**src/rtl/cfrt_pkg.sv**
```systemverilog
package cfrt_pkg;

    // Fixed field widths
    localparam int COEF_W     = 16;
    localparam int COEF_IDX_W = 6;
    localparam int TAPS_W     = 7;
    localparam int OUT_W      = 38;
    localparam int OUT_TDATA_W = ((2 * OUT_W + 7) / 8) * 8;

    localparam logic [TAPS_W-1:0] TAPS_RESET = 7'd33;

    // Command codes carried in tuser bit 0
    localparam logic CMD_FILTER = 1'b0;
    localparam logic CMD_LOAD   = 1'b1;

    // Control broadcast to every cell
    typedef struct packed {
        logic                         shift;
        logic                         load;
        logic [COEF_IDX_W-1:0]        coef_index;
        logic signed [COEF_W-1:0]     coef_value;
    } t_cell_ctl;

    // Sequencer status toward the top level
    typedef struct packed {
        logic in_ready;
        logic out_load;
        logic out_valid;
    } t_seq_out;

    typedef enum logic {
        S_IDLE,
        S_SUM
    } t_seq_state;

endpackage

```
**src/rtl/cfrt_seq.sv**
```systemverilog
module cfrt_seq #(
    parameter int MAX_TAPS = 64
) (
    input  logic               i_clk,
    input  logic               i_rst_n,
    input  logic               i_start,
    input  logic               i_out_ready,
    output cfrt_pkg::t_seq_out o_ctl
);
    import cfrt_pkg::*;

    // Last count value: the sum at the chain end has settled after the shift
    localparam int LAST_CNT = MAX_TAPS + 1;
    localparam int CNT_W    = $clog2(LAST_CNT + 1);

    t_seq_state       r_state, n_state;
    logic [CNT_W-1:0] r_cnt, n_cnt;
    logic             r_out_valid, n_out_valid;
    logic             w_load;

    always_ff @(posedge i_clk) begin
        if (!i_rst_n) begin
            r_state     <= S_IDLE;
            r_cnt       <= '0;
            r_out_valid <= 1'b0;
        end else begin
            r_state     <= n_state;
            r_cnt       <= n_cnt;
            r_out_valid <= n_out_valid;
        end
    end

    always_comb begin
        n_state = r_state;
        n_cnt   = r_cnt;
        w_load  = 1'b0;
        case (r_state)
            S_IDLE: begin
                n_cnt = '0;
                if (i_start) begin
                    n_state = S_SUM;
                end
            end
            S_SUM: begin
                if (r_cnt == CNT_W'(LAST_CNT)) begin
                    // wait until the output register is free
                    if (!r_out_valid || i_out_ready) begin
                        w_load  = 1'b1;
                        n_state = S_IDLE;
                    end
                end else begin
                    n_cnt = r_cnt + CNT_W'(1);
                end
            end
            default: begin
                n_state = S_IDLE;
            end
        endcase

        n_out_valid = r_out_valid;
        if (w_load) begin
            n_out_valid = 1'b1;
        end else if (i_out_ready) begin
            n_out_valid = 1'b0;
        end
    end

    assign o_ctl.in_ready  = (r_state == S_IDLE);
    assign o_ctl.out_load  = w_load;
    assign o_ctl.out_valid = r_out_valid;

endmodule

```
**config.mk**
```make
export PLATFORM = sky130hd
export DESIGN_NAME = cfrt_seq
export DESIGN_NICKNAME = d
export VERILOG_FILES = /design/src/rtl/cfrt_pkg.sv /design/src/rtl/cfrt_seq.sv
export SDC_FILE = /design/constraint.sdc
export NUM_CORES = 1
export LEC_CHECK = 0
export BUFFER_PORTS_ARGS = -buffer_cell sky130_fd_sc_hd__buf_2
export CAP_MARGIN = 20
export CELL_PAD_IN_SITES_DETAIL_PLACEMENT = 2
export CELL_PAD_IN_SITES_GLOBAL_PLACEMENT = 2
export CORE_AREA = 2 2 39 41
export CTS_BUF_LIST = sky130_fd_sc_hd__clkbuf_4 sky130_fd_sc_hd__clkbuf_8
export CTS_CLUSTER_SIZE = 25
export DETAILED_ROUTE_END_ITERATION = 10
export DIE_AREA = 0 0 41 43
export HOLD_SLACK_MARGIN = 0.1
export MAX_ROUTING_LAYER = met4
export PLACE_DENSITY_LB_ADDON = 0.12
export REMOVE_ABC_BUFFERS = 1
export SYNTH_ARGS = -nofsm -noshare
export SYNTH_HDL_FRONTEND = slang
export SYNTH_SLANG_ARGS = --single-unit
```
**constraint.sdc**
```tcl
create_clock -name i_clk -period 2.35 [get_ports i_clk]
set_input_delay 0 -clock i_clk [delete_from_list [all_inputs] [get_ports i_clk]]
set_output_delay 0 -clock i_clk [all_outputs]
set_load 0.05 [all_outputs]
```
**After elaboration in Yosys (flattened, before gate mapping)**

Index checks and enable logic that the tools add are counted.

- Register bits after elaboration: 9
- Logic and storage cells: 21
- Output and inout port bits: 3
- Input bits: 4

- Reduce and logical (&&, ||, !) cells: 3
- Eq/ne operators: 2
- Add/subtract/negate cells: 1
- Bitwise gates (word level): 1
- Mux-type cells: 11

Operators with widths:

| kind | number |
|---|---|
| one-hot mux 7 bit (2 select lines) | 1 |
| two-way mux 1 bit | 8 |
| adder 7 x 1 -> 7 bit (second input constant) | 1 |
| == test 7 bit (second input constant) | 1 |
| two-way mux 7 bit | 1 |
| != test 2 bit (second input constant) | 1 |
| one-hot mux 1 bit (2 select lines) | 1 |
| nonzero test 2 bit | 1 |
| logical NOT 1 bit | 1 |
| logical OR 1 bit | 1 |
| inverter 1 bit | 1 |

**Longest topological paths before layout**

- Depth after elaboration: 6
- Gate-level depth with buffers: 6
- Gate-level depth less buffers: 5

**Worst setup path before layout**

No wires, ideal clock.

- Path type: reg-to-output
- Start: register r_cnt[0]
- End: output port o_ctl[1] in the netlist's numbering
- Required time: 2350 ps
- Slack: 1115 ps
- Buffers on the path: 1
- Stages on the path, launching flop included: 6
- Data arrival time: 1235 ps
- Cell sequence: dfxtp_1 -> ha_1 -> nor2b_1 -> and2_1 -> and3_1 -> buf_4

RTL lines:

| element | line | source |
|---|---|---|
| start, declared | cfrt_seq.sv:17 | `logic [CNT_W-1:0] r_cnt, n_cnt;` |
| start signal, assigned | cfrt_seq.sv:28 | `r_cnt <= n_cnt;` |
| end, declared | cfrt_seq.sv:8 | `output cfrt_pkg::t_seq_out o_ctl` |

**Worst setup path after layout**

- Start: register r_cnt[0]
- End: register r_state

- Word-level cells in the longest chain between the ends: 3

Ends and longest elaborated chain:

| element | line | source |
|---|---|---|
| == test 7 bit | cfrt_seq.sv:45 | `if (r_cnt == CNT_W'(LAST_CNT)) begin` |
| two-way mux 1 bit | cfrt_seq.sv:45 |  |
| one-hot mux 1 bit (2 select lines) | cfrt_seq.sv:37 | `case (r_state)` |
| end signal, assigned | cfrt_seq.sv:27 | `r_state <= n_state;` |
| end, declared | cfrt_seq.sv:16 | `t_seq_state r_state, n_state;` |

Every way passes these cells.
A chain may end at the register's enable or synchronous reset.

==> impl_metrics.py <==
metrics = {
    "sta": {
        "finalCritPeriodShare_pct": 80.4,
        "worst_pin_slew_ps": 406,
        "finClkSkew_ps": 6.44,
        "max_freq_mhz": 529,
        "rsz0062_at_grt": "no",
        "min_period_ps": 1890,
        "setup_tns_ps": 0,
        "relSlewSlack_pct": 72.9,
        "hold_viol": 0,
        "setup-violations-final": 0,
        "slew_viol_final": 0,
    },
    "die": {
        "coreArea_um2": 1380,
        "dieWidth_um": 41,
        "ios": 7,
        "start_util_pct": 30.7,
        "rows": 14,
        "die_y_um": 43,
        "dieArea_um2": 1760,
    },
    "yosys": {
        "syn_inst": 48,
        "yosysWarnings": 0,
        "seq_area_frac_synth_pct": 42.5,
        "synthAdderAreaFrac_pct": 5.90,
        "synthXorXnorAreaFrac_pct": 6.19,
        "yosys.area.top_type_share_pct": 42.5,
        "synth.avg_cell_area_um2": 8.84,
        "yosys.area.top_type": "dfxtp_1",
        "yosys-top-cells-area": "dfxtp_1, ha_1, nand3_1, xor2_1, a21oi_1",
        "yosys_register_bits": 9,
        "synth_common_cells": "dfxtp_1, nand2_1, nand3_1",
        "syn_area_um2": 424,
        "synth_top_family_by_area": "simple AND/OR/NAND/NOR gates",
        "ys.flop_type": "dfxtp_1",
        "synth-simple-area-share_pct": 23.6,
        "synth_edf_count": 0,
        "synth-compound-area-share_pct": 15.6,
        "synth_cell_type_count": 23,
        "synthMuxAreaShare_pct": 0,
        "synth.most_common_cell": "dfxtp_1",
        "async_flop_share_pct": 0,
    },
    "worst_setup_path": {
        "max_stage_delay_ps": 560,
        "end_kind": "register",
        "cp_num_cells": 5,
        "critPathKind": "register to register",
        "worst-path-buf-inv": 1,
        "reg2reg_depth": 5,
        "cp.arrival_ps": 2030,
        "crit_path_top_delay_cell": "dlygate4sd3_1",
        "critPathLaunchType": "register",
        "path_cells": "ha_1 -> nor2b_1 -> and2_1 -> a31oi_1 -> dlygate4sd3_1",
        "crit_path_max_fanout": 6,
        "cp_top_family": "buffers and inverters",
        "worst_ep_required_time_ps": 2490,
    },
    "run_status": {
        "outcome": "complete, no violations",
    },
    "clock_network": {
        "cts_hold_buf": 4,
        "clk_latency_ps": 250,
        "cts_root_buffer": "clkbuf_4",
        "h-tree-depth": 1,
        "cts_tree": "yes",
        "cts_setup_buffers": 0,
        "numCtsBuffers": 3,
        "clkSinkCount": 9,
        "cts_resized": 0,
        "clk_pin_slew_ps": 60,
        "clockBufferDepth": 2,
    },
    "detailed_routing": {
        "finalWirelength_mm": 1.01,
        "vias": 386,
        "ant_nets": 0,
        "drc_errors": 0,
        "first_pass_iters": 2,
        "vias_per_cell": 5.08,
        "wl_per_cell_um": 13.2,
        "first_iter_violations": 7,
    },
    "global_route": {
        "grt_pass1_vias": 423,
        "grt_pass1_wl_mm": 1.83,
        "track_usage_pct": 16.1,
        "grt_antenna_before_repair": 0,
        "grt_max_degree": 9,
        "grt_overflow": 0,
    },
    "pwr": {
        "p_int_mw": 0.244,
        "combPwrFrac_pct": 8.0,
        "p_per_area_nw_per_um2": 587,
        "finalPower_mw": 0.311,
        "swShare_pct": 21.6,
        "leakage_nw": 0.203,
        "power_frac_clock_pct": 40.9,
        "ir_drop_v": 0.000225,
        "p_seq_share_pct": 51.1,
        "switching_power_mw": 0.0672,
    },
    "placed_design": {
        "hpwl_um": 753,
        "port-buffer-count": 6,
        "place_congestion": 0.690,
    },
    "finish": {
        "nNetsFinal": 67,
        "drive_above_1_share_pct": 18.3,
        "diodes": 0,
        "finish.utilization_pct": 38.2,
        "area_growth_pct": 24.8,
    },
    "worst_hold_path": {
        "hold_depth": 2,
        "hold_class": "register to register",
    },
    "run": {
        "maxCapViolCount": 0,
    },
}
-- state kept, by name, summed over array words and instances, names as in the netlist --
register     count
r_cnt            7
r_out_valid      1
r_state          1
-- metrics by stage --
stage / hold WS (ps) / instances / area (um^2) / setup WS (ps)
finish: 500 / 76 / 529 / 460
global route: 533 / 76 / 529 / 347
CTS: 512 / 76 / 529 / 464
detailed placement: 285 / 68 / 459 / 854
global placement: 287 / 68 / 459 / 916
floorplan: 138 / 46 / 409 / 982
-- worst reg2reg max path, cell delays in order (launching register included) --
cell	delay, ps
dfxtp_1	420
ha_1	170
nor2b_1	290
and2_1	220
a31oi_1	110
dlygate4sd3_1	570
-- routing by layer --
| metal | vias up | global-route usage (%) | wire, um |
|---|---|---|---|
| li1 | 194 | - | - |
| met1 | 187 | 19.2 | 409 |
| met2 | 3 | 24.7 | 569 |
| met3 | 2 | 3.14 | 23 |
| met4 | 0 | 8.00 | 4 |
| met5 | - | - | 0 |
-- final timing paths --
| kind | end | slack [ps] | start |
|---|---|---|---|
| max | r_state | 460 | r_cnt[0] |
| min reg2reg | r_cnt[6] | 500 | r_cnt[6] |
| max reg2reg | r_state | 460 | r_cnt[0] |
| min | r_cnt[6] | 500 | r_cnt[6] |
-- placed cells by master (no fill, tap or decap), types with 3 or more instances in the layout --
master         instances
dfxtp_1                9
buf_2                  6
dlygate4sd3_1          4
inv_1                  3
nand2_1                4
nand3_1                4
a21oi_1                3
clkbuf_4               4
o21ai_0                3
-- power by group through the flow --
stage                     logic [mW]  clock network [mW]  registers (mW)
after CTS                     0.0246               0.134           0.159
after floorplan               0.0123                   0           0.161
after global placement        0.0178                   0           0.162
after global routing          0.0279               0.144           0.159
final                         0.0249               0.127           0.159
after detailed placement      0.0185                   0           0.162
-- final cells by class --
class | count | area [um^2]
clock buffers | 4 | 30.0
fillers | 169 | 855
inverters | 3 | 11.3
multi-input cells | 34 | 218
flip-flops and latches | 9 | 180
well taps | 16 | 20.0
repair buffers | 10 | 70.1
-- kinds of logic (layout without fill, tap and decap cells) --
kind of cell	count (synthesis)	in the layout
and+or+nand+nor	18	18
DFF	9	9
xor gates and xnor gates	3	3
adders and majority gates	2	2
buffers and inverters	5	17
AOI/OAI and AO/OA	11	11
No activity file was read; power rests on OpenSTA's default activity.
