==> config.mk <==
export PLATFORM = sky130hd
export DESIGN_NAME = cfrt_cell
export DESIGN_NICKNAME = d
export VERILOG_FILES = /design/src/rtl/cfrt_pkg.sv /design/src/rtl/cfrt_cell.sv
export SDC_FILE = /design/constraint.sdc
export NUM_CORES = 2
export LEC_CHECK = 0
export ABC_AREA = 1
export BUFFER_PORTS_ARGS = -buffer_cell sky130_fd_sc_hd__buf_2
export CAP_MARGIN = 20
export CORE_ASPECT_RATIO = 0.7
export CORE_UTILIZATION = 40
export DETAILED_ROUTE_END_ITERATION = 10
export SLEW_MARGIN = 15
export SYNTH_ARGS = -nofsm -noshare
export SYNTH_HDL_FRONTEND = slang
export SYNTH_SLANG_ARGS = --single-unit
==> constraint.sdc <==
create_clock -name i_clk -period 8.34 [get_ports i_clk]
set_input_delay 0.417 -clock i_clk [delete_from_list [all_inputs] [get_ports i_clk]]
set_output_delay 0.417 -clock i_clk [all_outputs]
set_load 0.005 [all_outputs]
==> src/rtl/cfrt_pkg.sv <==
package cfrt_pkg;

    // Fixed field widths
    localparam int COEF_W     = 16;
    localparam int COEF_IDX_W = 6;
    localparam int TAPS_W     = 7;
    localparam int OUT_W      = 38;
    localparam int OUT_TDATA_W = ((2 * OUT_W + 7) / 8) * 8;

    localparam logic [TAPS_W-1:0] TAPS_RESET = 7'd33;

    // Command codes carried in tuser bit 0
    localparam logic CMD_FILTER = 1'b0;
    localparam logic CMD_LOAD   = 1'b1;

    // Control broadcast to every cell
    typedef struct packed {
        logic                         shift;
        logic                         load;
        logic [COEF_IDX_W-1:0]        coef_index;
        logic signed [COEF_W-1:0]     coef_value;
    } t_cell_ctl;

    // Sequencer status toward the top level
    typedef struct packed {
        logic in_ready;
        logic out_load;
        logic out_valid;
    } t_seq_out;

    typedef enum logic {
        S_IDLE,
        S_SUM
    } t_seq_state;

endpackage

==> src/rtl/cfrt_cell.sv <==
module cfrt_cell #(
    parameter int SAMPLE_BITS = 16,
    parameter int IDX         = 0
) (
    input  logic                                   i_clk,
    input  logic                                   i_rst_n,
    input  cfrt_pkg::t_cell_ctl                    i_ctl,
    input  logic                                   i_en,
    input  logic signed [SAMPLE_BITS-1:0]          i_hist_i,
    input  logic signed [SAMPLE_BITS-1:0]          i_hist_q,
    input  logic signed [cfrt_pkg::OUT_W-1:0]      i_sum_i,
    input  logic signed [cfrt_pkg::OUT_W-1:0]      i_sum_q,
    output logic signed [SAMPLE_BITS-1:0]          o_hist_i,
    output logic signed [SAMPLE_BITS-1:0]          o_hist_q,
    output logic signed [cfrt_pkg::OUT_W-1:0]      o_sum_i,
    output logic signed [cfrt_pkg::OUT_W-1:0]      o_sum_q
);
    import cfrt_pkg::*;

    localparam int PROD_W = SAMPLE_BITS + COEF_W;

    logic signed [SAMPLE_BITS-1:0] r_hist_i, r_hist_q, n_hist_i, n_hist_q;
    logic signed [COEF_W-1:0]      r_coef, n_coef;
    logic signed [PROD_W-1:0]      r_prod_i, r_prod_q;
    logic signed [OUT_W-1:0]       r_sum_i, r_sum_q;
    logic signed [OUT_W-1:0]       n_term_i, n_term_q;

    // History and coefficient next values
    always_comb begin
        n_hist_i = r_hist_i;
        n_hist_q = r_hist_q;
        n_coef   = r_coef;
        if (i_ctl.shift) begin
            n_hist_i = i_hist_i;
            n_hist_q = i_hist_q;
        end
        if (i_ctl.load && (32'(i_ctl.coef_index) == IDX)) begin
            n_coef = i_ctl.coef_value;
        end
    end

    always_ff @(posedge i_clk) begin
        if (!i_rst_n) begin
            r_hist_i <= '0;
            r_hist_q <= '0;
            r_coef   <= '0;
        end else begin
            r_hist_i <= n_hist_i;
            r_hist_q <= n_hist_q;
            r_coef   <= n_coef;
        end
    end

    // Tap product, then add into the sum passing down the chain
    assign n_term_i = i_en ? OUT_W'(r_prod_i) : '0;
    assign n_term_q = i_en ? OUT_W'(r_prod_q) : '0;

    always_ff @(posedge i_clk) begin
        r_prod_i <= PROD_W'(r_hist_i) * PROD_W'(r_coef);
        r_prod_q <= PROD_W'(r_hist_q) * PROD_W'(r_coef);
        r_sum_i  <= i_sum_i + n_term_i;
        r_sum_q  <= i_sum_q + n_term_q;
    end

    assign o_hist_i = r_hist_i;
    assign o_hist_q = r_hist_q;
    assign o_sum_i  = r_sum_i;
    assign o_sum_q  = r_sum_q;

endmodule

### Word-level counts from Yosys, hierarchy flattened

Index checks and enable logic that the tools add are counted.
Widths: inputs -> output; s select.

* input port bits: 135
* bits in registers: 188
* word-level logic and storage cells: 15

* muxes and demuxes: 2
* multiply operators: 2
* reductions and logical operators: 2
* add/sub/neg operators: 2

Operators by type and width (count)
* $add 38x38->38: 2
* $mux 38: 2
* $mul 16x16->32: 2
* $logic_not 6->1: 1
* $logic_and 1x1->1: 1

### Longest topological paths before layout

* depth after elaboration: 2
* depth in mapped cells: 26
* mapped depth without buffers: 24

### Worst setup path before layout

Ideal clock, no wire load.

* path kind: register -> register
* start: reg r_hist_i[15] (netlist: o_hist_i[15])
* end: reg r_prod_i[31]
* clock period less this slack: 5494 ps
* library setup time: 113 ps
* cell stages (with the launch flop): 23
* path slack: 2846 ps
* path buffers: 2
* data required time: 8227 ps
* arrival time: 5381 ps
* cell sequence: dfxtp_1 > clkbuf_1 > clkbuf_1 > nand2_1 > fa_1 > inv_1 > fa_1 > inv_1 > fa_1 > fa_1 > fa_1 > fa_1 > inv_1 > ha_1 > nand2_1 > nor2_1 > nand3_1 > nor3_1 > nand2_1 > inv_1 > nor2_1 > nand2_1 > nand2_1

* word-level cells in the longest chain between the ends: 1

Ends and longest elaborated chain
* start, declared: line cfrt_cell.sv:22 `logic signed [SAMPLE_BITS-1:0] r_hist_i, r_hist_q, n_hist_i, n_hist_q;`
* start signal, assigned: line cfrt_cell.sv:48 `r_hist_i <= n_hist_i;`
* $mul 16x16->32: line cfrt_cell.sv:59 `r_prod_i <= PROD_W'(r_hist_i) * PROD_W'(r_coef);`
* end signal, assigned: line cfrt_cell.sv:59
* end, declared: line cfrt_cell.sv:24 `logic signed [PROD_W-1:0] r_prod_i, r_prod_q;`

Every way passes these cells.
A chain may end at the register's enable or synchronous reset.

### Worst setup path after layout

* start: reg r_coef[2]
* end: reg r_prod_i[28]

* word-level cells in the longest chain between the ends: 1

Ends and longest elaborated chain
* start, declared: line cfrt_cell.sv:23 `logic signed [COEF_W-1:0] r_coef, n_coef;`
* start signal, assigned: line cfrt_cell.sv:50 `r_coef <= n_coef;`
* $mul 16x16->32: line cfrt_cell.sv:59

Every way passes these cells.

==> impl_metrics.py <==
metrics = {
    "global_routing": {
        "grt_pass1_vias": 27512,
        "antenna_found_initial": 1,
        "grt_max_degree": 49,
        "grt_pass1_wl_um": 152000,
        "grt_overflow": 0,
        "grt_usage": 0.241,
    },
    "final_layout": {
        "utilization": 0.442,
        "syn2layout_area_growth_pct": 8.58,
        "diodes": 0,
        "drive_above_1_share": 0.0746,
        "final_area_sq_mm": 0.0351,
        "fin_nets": 5643,
        "fillers": 8191,
    },
    "sta": {
        "clock_skew_ns": 0.0189,
        "fin_hold_ws_ns": 0.109,
        "relSlewSlack": 0.256,
        "hold_viol": 0,
        "slew_violations": 0,
        "fin_crit_sh": 0.785,
        "worst_pin_slew_ns": 1.11,
        "setup_viol": 0,
        "rsz0062_at_grt": "false",
        "period_minus_slack_ns": 6.54,
        "fmax_ghz": 0.153,
        "setup_tns_ns": 0,
    },
    "critical_path": {
        "rr_startpoint": "r_coef[2]",
        "crit_arrival_ns": 6.94,
        "slowest_delay_ns": 1.06,
        "cp-end-kind": "register",
        "critPathKind": "reg2reg",
        "cpMostUsedCell": "fa_1",
        "cp-start-kind": "register",
        "reg2reg_depth": 18,
        "worstPathRequired_ns": 8.73,
        "critPathMaxFanout": 20,
        "slowest_stage": "dfxtp_1",
        "r2r-end": "r_prod_i[28]",
        "reg2reg_slack_ns": 1.80,
        "crit_chain": "nand2_1 > inv_1 > fa_1 > fa_1 > inv_1 > fa_1 > fa_1 > fa_1 > fa_1 > inv_1 > ha_1 > nand2_1 > nor2_1 > nand2_1 > nor4_1 > nand2_1 > nand4_1 > nand2_1",
    },
    "detailed_routing": {
        "routed_wl_um": 94700,
        "vias": 27684,
        "wire_per_inst_um": 16.3,
        "drc": 0,
        "vias_per_cell": 4.76,
        "dr.pass1.iters": 7,
        "postRouteAntennaNets": 0,
        "drt_iter0_drc": 2447,
    },
    "logic_synthesis": {
        "ys_warn_count": 0,
        "yosysTopAreaCell": "fa_1",
        "yosys-top-cells-area": "fa_1, nand2_1, inv_1",
        "synth.most_common_cell": "nand2_1",
        "synth_commonest_cells": "nand2_1, inv_1, fa_1, nor2_1, ha_1",
        "syn-num-nets": 5507,
        "ys_seq_area_frac": 0.117,
        "avgSynthCellArea_sq_um": 7.01,
        "synthesis.instances": 4608,
        "synth_seq_cells": 188,
        "synth_ff_type": "dfxtp_1",
        "synth_cell_types": 35,
        "ys_async_sr_fraction": 0,
        "synth.top_cell.area_share": 0.326,
        "synth_edf_count": 0,
        "syn_area_sq_mm": 0.0323,
    },
    "die": {
        "die_x_um": 342,
        "initial_core_util": 0.407,
        "die_h_um": 240,
        "dieArea_sq_mm": 0.0819,
        "boundaryPins": 243,
        "core_sq_mm": 0.0793,
        "placementRows": 86,
    },
    "flow_run": {
        "max-cap-violations": 0,
    },
    "worst_hold_path": {
        "holdCritPathClass": "in2reg",
        "min_to": "o_hist_i[11]",
        "min-delay-start": "i_hist_i[11]",
        "whs_path_depth": 3,
    },
    "clock_network": {
        "clk-insertion-delay-late_ns": 0.53,
        "cts.path.max_buffers": 2,
        "cts_buffers": 17,
        "post_cts_resized": 0,
        "hold_buffers": 0,
        "postCtsSetupBuffers": 0,
        "cts_root_buf": "clkbuf_16",
        "h-tree-depth": 4,
        "clock_sinks": 188,
        "clkTransAtPathRegs_ns": 0.08,
        "cts_tree": "built",
    },
    "status": {
        "status": "finished clean",
    },
    "pwr": {
        "power.total_mw": 2.33,
        "cellLeakagePower_nw": 22.1,
        "power.density_mw_per_mm2": 66.6,
        "ir_worst_vdd_mv": 0.167,
    },
    "placed_design": {
        "gp_congestion": 0.942,
        "place_area_sq_mm": 0.0344,
        "dp_hpwl_um": 79800,
        "portBuffers": 242,
    },
}
## sequential cells by signal (all words and copies together) (netlist names)
name / cells
r_prod_i: 32
o_hist_q: 16
o_sum_i: 38
r_coef: 16
o_sum_q: 38
r_prod_q: 32
o_hist_i: 16
## metal layers
metal / global-route usage / vias up / part of all wire
li1: - / 13535 / -
met1: 0.385 / 13078 / 0.52
met2: 0.331 / 1027 / 0.38
met3: 0.0487 / 44 / 0.094
met4: 0.0390 / 0 / 0.0090
met5: 0 / - / 0
## area by class of cell
| type | instances | area, sq um | share of cell area |
|---|---|---|---|
| sequential | 188 | 3770 | 0.107 |
| clock buffer | 18 | 429 | 0.0122 |
| clock inverter | 14 | 175 | 0.00500 |
| inverter | 1259 | 4730 | 0.135 |
| tap | 1056 | 1320 | 0.0377 |
| timing repair buffer | 264 | 1400 | 0.0398 |
| multi-input combinational | 3014 | 23200 | 0.663 |
## cells in the final DEF (no fill, tap or decap), types with 2 or more instances in the layout
cell	count
o211ai_1	2
a21o_1	4
inv_2	7
nand3_2	6
nand2_2	12
buf_4	21
nand2_1	1373
ha_1	238
or2_2	6
nor2_1	299
nand4_1	42
nor3_1	27
o21a_1	3
clkinv_4	2
xor2_1	70
nor3_2	5
buf_2	242
nor2_2	15
inv_8	5
o21ai_0	90
nand3_1	137
a21boi_0	2
dfxtp_2	4
inv_1	1250
nand3b_1	4
and3_1	2
dfxtp_1	184
a21oi_1	107
xnor2_1	12
clkbuf_16	17
clkinv_1	2
a21oi_2	5
o21bai_1	16
fa_1	526
nor4_1	2
clkinv_8	3
o21ai_1	6
inv_6	2
## where the power goes
part           internal [mW]  total, mW  switching [mW]
Clock                  0.430      0.885           0.455
Sequential             0.949       1.03          0.0828
Combinational          0.154      0.418           0.263
Total                   1.53       2.33           0.802
## worst max path at each step
stage,endpoint,from,slack [ns]
5_1_grt,r_prod_q[28],r_coef[3],1.42
3_3_place_gp,r_prod_i[28],r_coef[2],1.93
2_1_floorplan,r_prod_i[31],o_hist_i[15],2.85
4_1_cts,r_prod_i[28],r_coef[2],1.87
6_report,r_prod_i[28],r_coef[2],1.80
3_5_place_dp,r_prod_q[28],r_coef[3],1.88
## through the flow
| stage | instances | worst slack (ns) |
|---|---|---|
| finish | 5813 | 1.80 |
| global route | 5813 | 1.42 |
| detailed placement | 5780 | 1.88 |
| global placement | 5780 | 1.93 |
| CTS | 5812 | 1.87 |
| floorplan | 4608 | 2.85 |
## logic make-up (layout without fill, tap and decap cells)
kind of cell | Yosys count | count (layout) | synth area share
flip-flops | 188 | 188 | 0.117
XOR/XNOR | 82 | 82 | 0.0222
AND/OR/NAND/NOR | 1932 | 1932 | 0.240
AO/OA/AOI/OAI | 236 | 236 | 0.0393
buffers and inverters | 1406 | 1555 | 0.164
adder cells (fa/ha/maj) | 764 | 764 | 0.418
## worst max-delay path: cells and delay by family, from the launching register on
family        cells  cell delay (ns)
fa+ha+maj         7             3.78
buf+inv           3             0.32
flops             1             1.06
simple gates      8             1.24
Power figures use the tool's default switching activity.
